==> config.mk <==
export PLATFORM = sky130hd
export DESIGN_NAME = md4_hash_engine
export DESIGN_NICKNAME = d
export VERILOG_FILES = /design/src/sv/md4_pkg.sv /design/src/sv/md4_block_buf.sv /design/src/sv/md4_step.sv /design/src/sv/md4_hash_engine.sv
export SDC_FILE = /design/constraint.sdc
export NUM_CORES = 2
export LEC_CHECK = 0
export BUFFER_PORTS_ARGS = -buffer_cell sky130_fd_sc_hd__clkbuf_2
export CAP_MARGIN = 25
export CORE_ASPECT_RATIO = 2
export CORE_MARGIN = 3
export CORE_UTILIZATION = 35
export CTS_CLUSTER_DIAMETER = 40
export DETAILED_ROUTE_END_ITERATION = 10
export PLACE_DENSITY = 0.51
export SLEW_MARGIN = 0
export SYNTH_ARGS = -nofsm -noshare
export SYNTH_HDL_FRONTEND = slang
export SYNTH_HIERARCHICAL = 1
export SYNTH_SLANG_ARGS = --single-unit
==> constraint.sdc <==
create_clock -name clk -period 8 [get_ports clk]
set_clock_uncertainty 0.1 [all_clocks]
set_input_delay 2 -clock clk [delete_from_list [all_inputs] [get_ports clk]]
set_output_delay 2 -clock clk [all_outputs]
set_load 0.02 [all_outputs]
==> src/sv/md4_pkg.sv <==
// ----------------------------------------------------------------------------
// md4_pkg
// Shared types, constants and round helpers for the MD4 hash engine.
// ----------------------------------------------------------------------------
package md4_pkg;

	localparam logic [31:0] IV_A = 32'h67452301;
	localparam logic [31:0] IV_B = 32'hefcdab89;
	localparam logic [31:0] IV_C = 32'h98badcfe;
	localparam logic [31:0] IV_D = 32'h10325476;

	localparam logic [31:0] K_R1 = 32'h00000000;
	localparam logic [31:0] K_R2 = 32'h5a827999;
	localparam logic [31:0] K_R3 = 32'h6ed9eba1;

	localparam logic [31:0] PAD_BYTE = 32'h00000080;
	localparam logic [3:0]  LEN_LO_POS = 4'd14;
	localparam logic [3:0]  LAST_POS = 4'd15;
	localparam logic [5:0]  LAST_STEP = 6'd47;
	localparam logic [2:0]  FULL_WORD = 3'd4;

	// block buffer write port
	typedef struct packed {
		logic        en;
		logic [3:0]  addr;
		logic [31:0] data;
	} md4_wr_t;

	// message word order per round group
	function automatic logic [3:0] msg_index(input logic [1:0] grp, input logic [3:0] i);
		logic [3:0] idx;
		idx = i;
		unique case (grp)
			2'd0: idx = i;
			2'd1: idx = {i[1:0], i[3:2]};
			2'd2: idx = {i[0], i[1], i[2], i[3]};
			default: idx = i;
		endcase
		return idx;
	endfunction

	function automatic logic [4:0] rot_amount(input logic [1:0] grp, input logic [1:0] ph);
		logic [4:0] s;
		s = 5'd3;
		unique case ({grp, ph})
			4'b00_00: s = 5'd3;
			4'b00_01: s = 5'd7;
			4'b00_10: s = 5'd11;
			4'b00_11: s = 5'd19;
			4'b01_00: s = 5'd3;
			4'b01_01: s = 5'd5;
			4'b01_10: s = 5'd9;
			4'b01_11: s = 5'd13;
			4'b10_00: s = 5'd3;
			4'b10_01: s = 5'd9;
			4'b10_10: s = 5'd11;
			4'b10_11: s = 5'd15;
			default: s = 5'd3;
		endcase
		return s;
	endfunction

	function automatic logic [31:0] round_const(input logic [1:0] grp);
		logic [31:0] k;
		k = K_R1;
		unique case (grp)
			2'd0: k = K_R1;
			2'd1: k = K_R2;
			2'd2: k = K_R3;
			default: k = K_R1;
		endcase
		return k;
	endfunction

endpackage

==> src/sv/md4_block_buf.sv <==
// ----------------------------------------------------------------------------
// md4_block_buf
// Sixteen-word message block store, one write and one read port.
// ----------------------------------------------------------------------------
module md4_block_buf (
	input  logic             clk,
	input  md4_pkg::md4_wr_t wr,
	input  logic [3:0]       rd_addr,
	output logic [31:0]      rd_data
);

	logic [31:0] mem_q [16];

	always_ff @(posedge clk) begin
		if (wr.en) begin
			mem_q[wr.addr] <= wr.data;
		end
	end

	assign rd_data = mem_q[rd_addr];

endmodule

==> src/sv/md4_step.sv <==
// ----------------------------------------------------------------------------
// md4_step
// One MD4 step: a' = rotl(a + F(b,c,d) + x + k, s). Shared by all 48 steps.
// ----------------------------------------------------------------------------
module md4_step (
	input  logic [31:0] a,
	input  logic [31:0] b,
	input  logic [31:0] c,
	input  logic [31:0] d,
	input  logic [31:0] x,
	input  logic [1:0]  grp,
	input  logic [1:0]  ph,
	output logic [31:0] a_next
);

	logic [31:0] f;
	logic [31:0] sum;
	logic [4:0]  s;
	logic [63:0] dbl;

	always_comb begin
		unique case (grp)
			2'd0: f = d ^ (b & (c ^ d));
			2'd1: f = (b & c) | (b & d) | (c & d);
			2'd2: f = b ^ c ^ d;
			default: f = b ^ c ^ d;
		endcase
	end

	assign sum    = a + f + x + md4_pkg::round_const(grp);
	assign s      = md4_pkg::rot_amount(grp, ph);
	assign dbl    = {sum, sum} << s;
	assign a_next = dbl[63:32];

endmodule

==> src/sv/md4_hash_engine.sv <==
// ----------------------------------------------------------------------------
// md4_hash_engine
// Streaming MD4 digest over little-endian 32-bit message words.
//
// Message words enter one per cycle while the 16-word block fills; the word
// that completes a block starts the compression, during which msg_stall is
// high. Compression runs the 48 MD4 steps through a single shared step unit,
// one step per cycle, then the S_FIN state adds the result into the chaining
// value. On the item marked last, the padding words (0x80, zero fill, 64-bit
// bit length) are written one per cycle between compressions, giving one or
// two extra compressions, and the four digest words A, B, C, D then leave on
// the digest channel, index 0 first, digest_end on the fourth. The engine
// returns to its initial state once the fourth digest word is taken and
// accepts no message word while digest words are pending.
// ----------------------------------------------------------------------------
module md4_hash_engine (
	input  logic        clk,
	input  logic        arst_n,

	input  logic        msg_valid,
	output logic        msg_stall,
	input  logic [31:0] data_word,
	input  logic [2:0]  byte_count,
	input  logic        last,

	output logic        dig_valid,
	input  logic        dig_stall,
	output logic [31:0] digest_word,
	output logic [1:0]  word_index,
	output logic        digest_end
);

	typedef enum logic [2:0] {
		S_IDLE,
		S_PAD,
		S_COMP,
		S_FIN,
		S_OUT
	} state_t;

	state_t      state_q;
	logic [31:0] cv_q [4];     // chaining value A..D
	logic [31:0] v_q [4];      // working a, b, c, d (rotated each step)
	logic [3:0]  pos_q;        // next block slot
	logic [63:0] bytes_q;      // message length in bytes
	logic [5:0]  step_q;       // compression step 0..47
	logic        need80_q;     // full last word: pad byte goes in its own word
	logic        lenlo_q;      // low length word written
	logic        pad_q;        // padding in progress
	logic        final_q;      // high length word written
	logic        dig_valid_q;
	logic [1:0]  idx_q;

	logic             msg_acc;
	logic [2:0]       cnt_sat;
	logic [31:0]      last_word;
	md4_pkg::md4_wr_t wr;
	logic [31:0]      blk_rd;
	logic [31:0]      a_next;

	assign msg_acc = msg_valid && !msg_stall;
	assign msg_stall = (state_q != S_IDLE);
	assign cnt_sat = (byte_count > md4_pkg::FULL_WORD) ? md4_pkg::FULL_WORD : byte_count;

	// short last word: keep valid bytes, pad byte right after them
	always_comb begin
		unique case (cnt_sat)
			3'd0: last_word = md4_pkg::PAD_BYTE;
			3'd1: last_word = {16'h0000, 8'h80, data_word[7:0]};
			3'd2: last_word = {8'h00, 8'h80, data_word[15:0]};
			3'd3: last_word = {8'h80, data_word[23:0]};
			default: last_word = data_word;
		endcase
	end

	// block write source
	always_comb begin
		wr.en   = 1'b0;
		wr.addr = pos_q;
		wr.data = data_word;
		if (state_q == S_IDLE) begin
			wr.en   = msg_acc;
			wr.data = last ? last_word : data_word;
		end else if (state_q == S_PAD) begin
			wr.en = 1'b1;
			priority if (need80_q) begin
				wr.data = md4_pkg::PAD_BYTE;
			end else if (lenlo_q) begin
				wr.data = bytes_q[60:29];
			end else if (pos_q == md4_pkg::LEN_LO_POS) begin
				wr.data = {bytes_q[28:0], 3'b000};
			end else begin
				wr.data = '0;
			end
		end
	end

	md4_block_buf u_buf (
		.clk     (clk),
		.wr      (wr),
		.rd_addr (md4_pkg::msg_index(step_q[5:4], step_q[3:0])),
		.rd_data (blk_rd)
	);

	md4_step u_step (
		.a      (v_q[0]),
		.b      (v_q[1]),
		.c      (v_q[2]),
		.d      (v_q[3]),
		.x      (blk_rd),
		.grp    (step_q[5:4]),
		.ph     (step_q[1:0]),
		.a_next (a_next)
	);

	always_ff @(posedge clk or negedge arst_n) begin
		if (!arst_n) begin
			state_q     <= S_IDLE;
			cv_q[0]     <= md4_pkg::IV_A;
			cv_q[1]     <= md4_pkg::IV_B;
			cv_q[2]     <= md4_pkg::IV_C;
			cv_q[3]     <= md4_pkg::IV_D;
			pos_q       <= '0;
			bytes_q     <= '0;
			step_q      <= '0;
			need80_q    <= 1'b0;
			lenlo_q     <= 1'b0;
			pad_q       <= 1'b0;
			final_q     <= 1'b0;
			dig_valid_q <= 1'b0;
			idx_q       <= '0;
		end else begin
			unique case (state_q)
				S_IDLE: begin
					if (msg_acc) begin
						bytes_q <= bytes_q + {61'd0, (last ? cnt_sat : md4_pkg::FULL_WORD)};
						pos_q   <= pos_q + 4'd1;
						if (last) begin
							need80_q <= (cnt_sat == md4_pkg::FULL_WORD);
							lenlo_q  <= 1'b0;
							pad_q    <= 1'b1;
							final_q  <= 1'b0;
						end
						if (pos_q == md4_pkg::LAST_POS) begin
							state_q <= S_COMP;
							step_q  <= '0;
							v_q     <= cv_q;
						end else if (last) begin
							state_q <= S_PAD;
						end
					end
				end
				S_PAD: begin
					pos_q <= pos_q + 4'd1;
					priority if (need80_q) begin
						need80_q <= 1'b0;
					end else if (lenlo_q) begin
						final_q <= 1'b1;
					end else if (pos_q == md4_pkg::LEN_LO_POS) begin
						lenlo_q <= 1'b1;
					end
					if (pos_q == md4_pkg::LAST_POS) begin
						state_q <= S_COMP;
						step_q  <= '0;
						v_q     <= cv_q;
					end
				end
				S_COMP: begin
					// next step targets d: shift roles down
					v_q[0] <= v_q[3];
					v_q[1] <= a_next;
					v_q[2] <= v_q[1];
					v_q[3] <= v_q[2];
					step_q <= step_q + 6'd1;
					if (step_q == md4_pkg::LAST_STEP) begin
						state_q <= S_FIN;
					end
				end
				S_FIN: begin
					for (int i = 0; i < 4; i++) begin
						cv_q[i] <= cv_q[i] + v_q[i];
					end
					priority if (final_q) begin
						state_q     <= S_OUT;
						dig_valid_q <= 1'b1;
						idx_q       <= '0;
					end else if (pad_q) begin
						state_q <= S_PAD;
					end else begin
						state_q <= S_IDLE;
					end
				end
				S_OUT: begin
					if (!dig_stall) begin
						if (idx_q == 2'd3) begin
							dig_valid_q <= 1'b0;
							state_q     <= S_IDLE;
							cv_q[0]     <= md4_pkg::IV_A;
							cv_q[1]     <= md4_pkg::IV_B;
							cv_q[2]     <= md4_pkg::IV_C;
							cv_q[3]     <= md4_pkg::IV_D;
							pos_q       <= '0;
							bytes_q     <= '0;
							pad_q       <= 1'b0;
							final_q     <= 1'b0;
							lenlo_q     <= 1'b0;
						end else begin
							idx_q <= idx_q + 2'd1;
						end
					end
				end
				default: state_q <= S_IDLE;
			endcase
		end
	end

	assign dig_valid   = dig_valid_q;
	assign digest_word = cv_q[idx_q];
	assign word_index  = idx_q;
	assign digest_end  = (idx_q == 2'd3);

`ifndef SYNTHESIS
	// no message word taken while digest words are pending
	a_out_blocks_in: assert property (@(posedge clk) disable iff (!arst_n)
		dig_valid |-> msg_stall)
		else $error("message accepted during digest output");

	// digest words advance in order after a taken non-final word
	a_idx_advance: assert property (@(posedge clk) disable iff (!arst_n)
		dig_valid && !dig_stall && !digest_end |=>
		dig_valid && word_index == $past(word_index) + 2'd1)
		else $error("digest index did not advance");

	// a last word always starts padding work
	a_last_busy: assert property (@(posedge clk) disable iff (!arst_n)
		msg_valid && !msg_stall && last |=> msg_stall)
		else $error("engine idle after last word");

	// compression never overlaps digest output
	a_comp_no_out: assert property (@(posedge clk) disable iff (!arst_n)
		(state_q == S_COMP) |-> !dig_valid)
		else $error("digest valid during compression");
`endif

endmodule

==> out/qor.yml <==
cts-htree-levels: 3
synth_area_um2: 48100
slew_headroom: 0.230
ys_warn_count: 6
cts_tree: "done"
cts_hold_buffers: 0
grt_max_degree: 136
clk_latency_ns: 0.74
grt_pass1_wl_mm: 236
core_area_um2: 136000
crit_fanout: 67
crit_type: "register to register"
rsz0062_at_grt: "false"
vias: 34500
synthTopCellsByCount: "652 x nand2_1, 640 x edfxtp_1, 274 x nor2_1, 249 x a21oi_1, 238 x ha_1"
drc: 0
crit_path_start: "step_q[5]$_DFFE_PN0P_"
hpwl_mm: 113
grt_pass1_vias: 35700
stdcell_count: 6092
ys_types: 113
rows: 191
syn_inst: 4188
gr-usage-all-layers: 0.226
synth_top_area_cell: "edfxtp_1"
crit_path_end: "v_q[68]$_DFFE_PP_"
synth_flop_cell: "edfxtp_1"
syn_nets: 4526
worstMarginPinSlew_ns: 1.15
fin_area_um2: 54400
wl_met2_mm: 89.0
die_w_um: 268
cts_buffers: 99
period_share: 0.949
ant_nets: 0
synthTopCellsByArea: "edfxtp_1 40%, dfrtp_1 7.5%, mux4_2 7.5%"
grt.overflow.total: 0
area.growth.synth_to_final_pct: 13.2
synth_seq_area_share: 0.510
clkSinkCount: 849
yosysMostFrequentCell: "nand2_1"
setup_violations: 0
vias_per_cell: 5.66
synth-seq-cells: 849
finalSetupTns_ns: 0
worstHoldPathType: "register to register"
r2r_setup_slack_ns: 0.41
avgRoutedWirePerCell_um: 26.3
async_flop_share: 0.246
routed_wl_mm: 160
initial_core_util: 0.353
pin_count: 77
synth_edf_count: 640
arrival_ns: 8.07
drive_above_1_share: 0.155
endpoint_kind: "register"
fp.dieArea_um2: 142000
wl_met1_mm: 56.3
timing.final.ws_setup_ns: 0.411
hold_viol: 0
dpl.cell_count: 5902
die_y_um: 530
slew_viol_final: 0
fin_nets: 4607
dr.pass1.iters: 6
r2r_end: "v_q[68]$_DFFE_PP_"
maxCapViolations: 0
clk_path_buf_depth: 3
synth_top_area_share: 0.400
routabilityCongestion: 0.940
drt_iter0_drc: 2215
portBuffers: 76
avgSynthCellArea_um2: 11.5
post_dp_cell_area_um2: 50900
antenna_found_initial: 4
rr_startpoint: "step_q[5]$_DFFE_PN0P_"
status: "completed"
met3WireLength_mm: 5.97
period_minus_slack_ns: 7.59
ctsResizeCount: 0
clock_tree.root_cell: "clkbuf_16"
path_clk_slew_ns: 0.06
postCtsSetupRepairBufs: 0
pre_cts_ws_ns: 0.434
worstSetupStartpointType: "register"
ff2ff_path_depth: 24
routed.top_layer: "met5"
cp_data_required_time_ns: 8.48
fmax_ghz: 0.132
## layout make-up
cell class              count  area [um^2]
inverters                 174          653
clock buffers             120         2620
repair buffers            188         1340
multi-input cells        2957        22300
flip-flops and latches    849        24500
diodes                      1         2.50
fillers                 12900        81600
clock inverters            66          826
well taps                1737         2170
## metrics by stage
step	hold slack (ns)	utilization
2_1_floorplan	0.351	-
3_3_place_gp	0.383	0.374
3_5_place_dp	0.393	0.375
4_1_cts	0.408	0.400
5_1_grt	0.449	0.400
6_report	0.405	0.400
## cells in the final DEF (no fill, tap or decap), types with 102 or more instances in the layout
master	count
xnor2_1	105
xor2_1	110
o21ai_0	177
nand3_1	102
inv_1	172
edfxtp_1	640
nand2_1	650
ha_1	237
mux4_2	160
a21oi_1	248
nor2_1	260
dfrtp_1	143
## registers in the layout, summed over array words and instances, names as in the netlist
signal,count
step_q,6
need80_q,1
v_q,128
pad_q,1
state_q,3
final_q,1
pos_q,4
word_index,2
bytes_q,61
u_buf/mem_q,512
cv_q,128
lenlo_q,1
dig_valid,1
## logic make-up (layout without fill, tap and decap cells)
kind of cell,after synthesis,count (layout),share of synthesized area
simple gates,1307,1307,0.121
compound gates,938,938,0.128
flops,849,849,0.510
buf+inv,382,548,0.0312
fa+ha+maj,298,298,0.0870
xor+xnor,215,215,0.0392
mux,199,199,0.0833
other cells,0,1,0
## per-layer routing
| layer | vias to the layer above | global-route usage |
|---|---|---|
| met5 | - | 0 |
| met4 | 6 | 0.117 |
| met3 | 352 | 0.0265 |
| met2 | 893 | 0.439 |
| met1 | 17500 | 0.234 |
| li1 | 15700 | - |
## worst min-delay path by stage
stage,cells past startpoint,start,to
6_report,2,pad_q$_DFFE_PN0P_,pad_q$_DFFE_PN0P_
5_1_grt,2,cv_q[89]$_DFFE_PN1P_,cv_q[89]$_DFFE_PN1P_
4_1_cts,2,pad_q$_DFFE_PN0P_,pad_q$_DFFE_PN0P_
3_5_place_dp,2,pad_q$_DFFE_PN0P_,pad_q$_DFFE_PN0P_
3_3_place_gp,2,dig_valid$_DFFE_PN0P_,dig_valid$_DFFE_PN0P_
2_1_floorplan,2,pad_q$_DFFE_PN0P_,state_q[0]$_DFFE_PN0P_
## critical path, cell delays in order (launching register included)
cell and delay (ns):
dfrtp_1 0.41, ha_1 0.49, nand2_1 0.15, o21ai_4 0.11, buf_12 0.44, buf_4 0.44, mux4_2 0.55, a22oi_1 0.19
nand2_1 0.11, inv_1 0.10, fa_1 0.41, inv_1 0.07, ha_1 0.22, ha_1 0.39, a21oi_1 0.25, o21ai_0 0.23
a211o_1 0.32, nor3_1 0.53, nor4_1 0.20, or4b_4 0.60, o21ai_2 0.14, nor2_1 0.08, a211oi_1 0.48, nand2_1 0.22
nand2_1 0.12
Power is not shown: default switching activity piles up to over one toggle a cycle in this logic, so the estimate is an artifact.
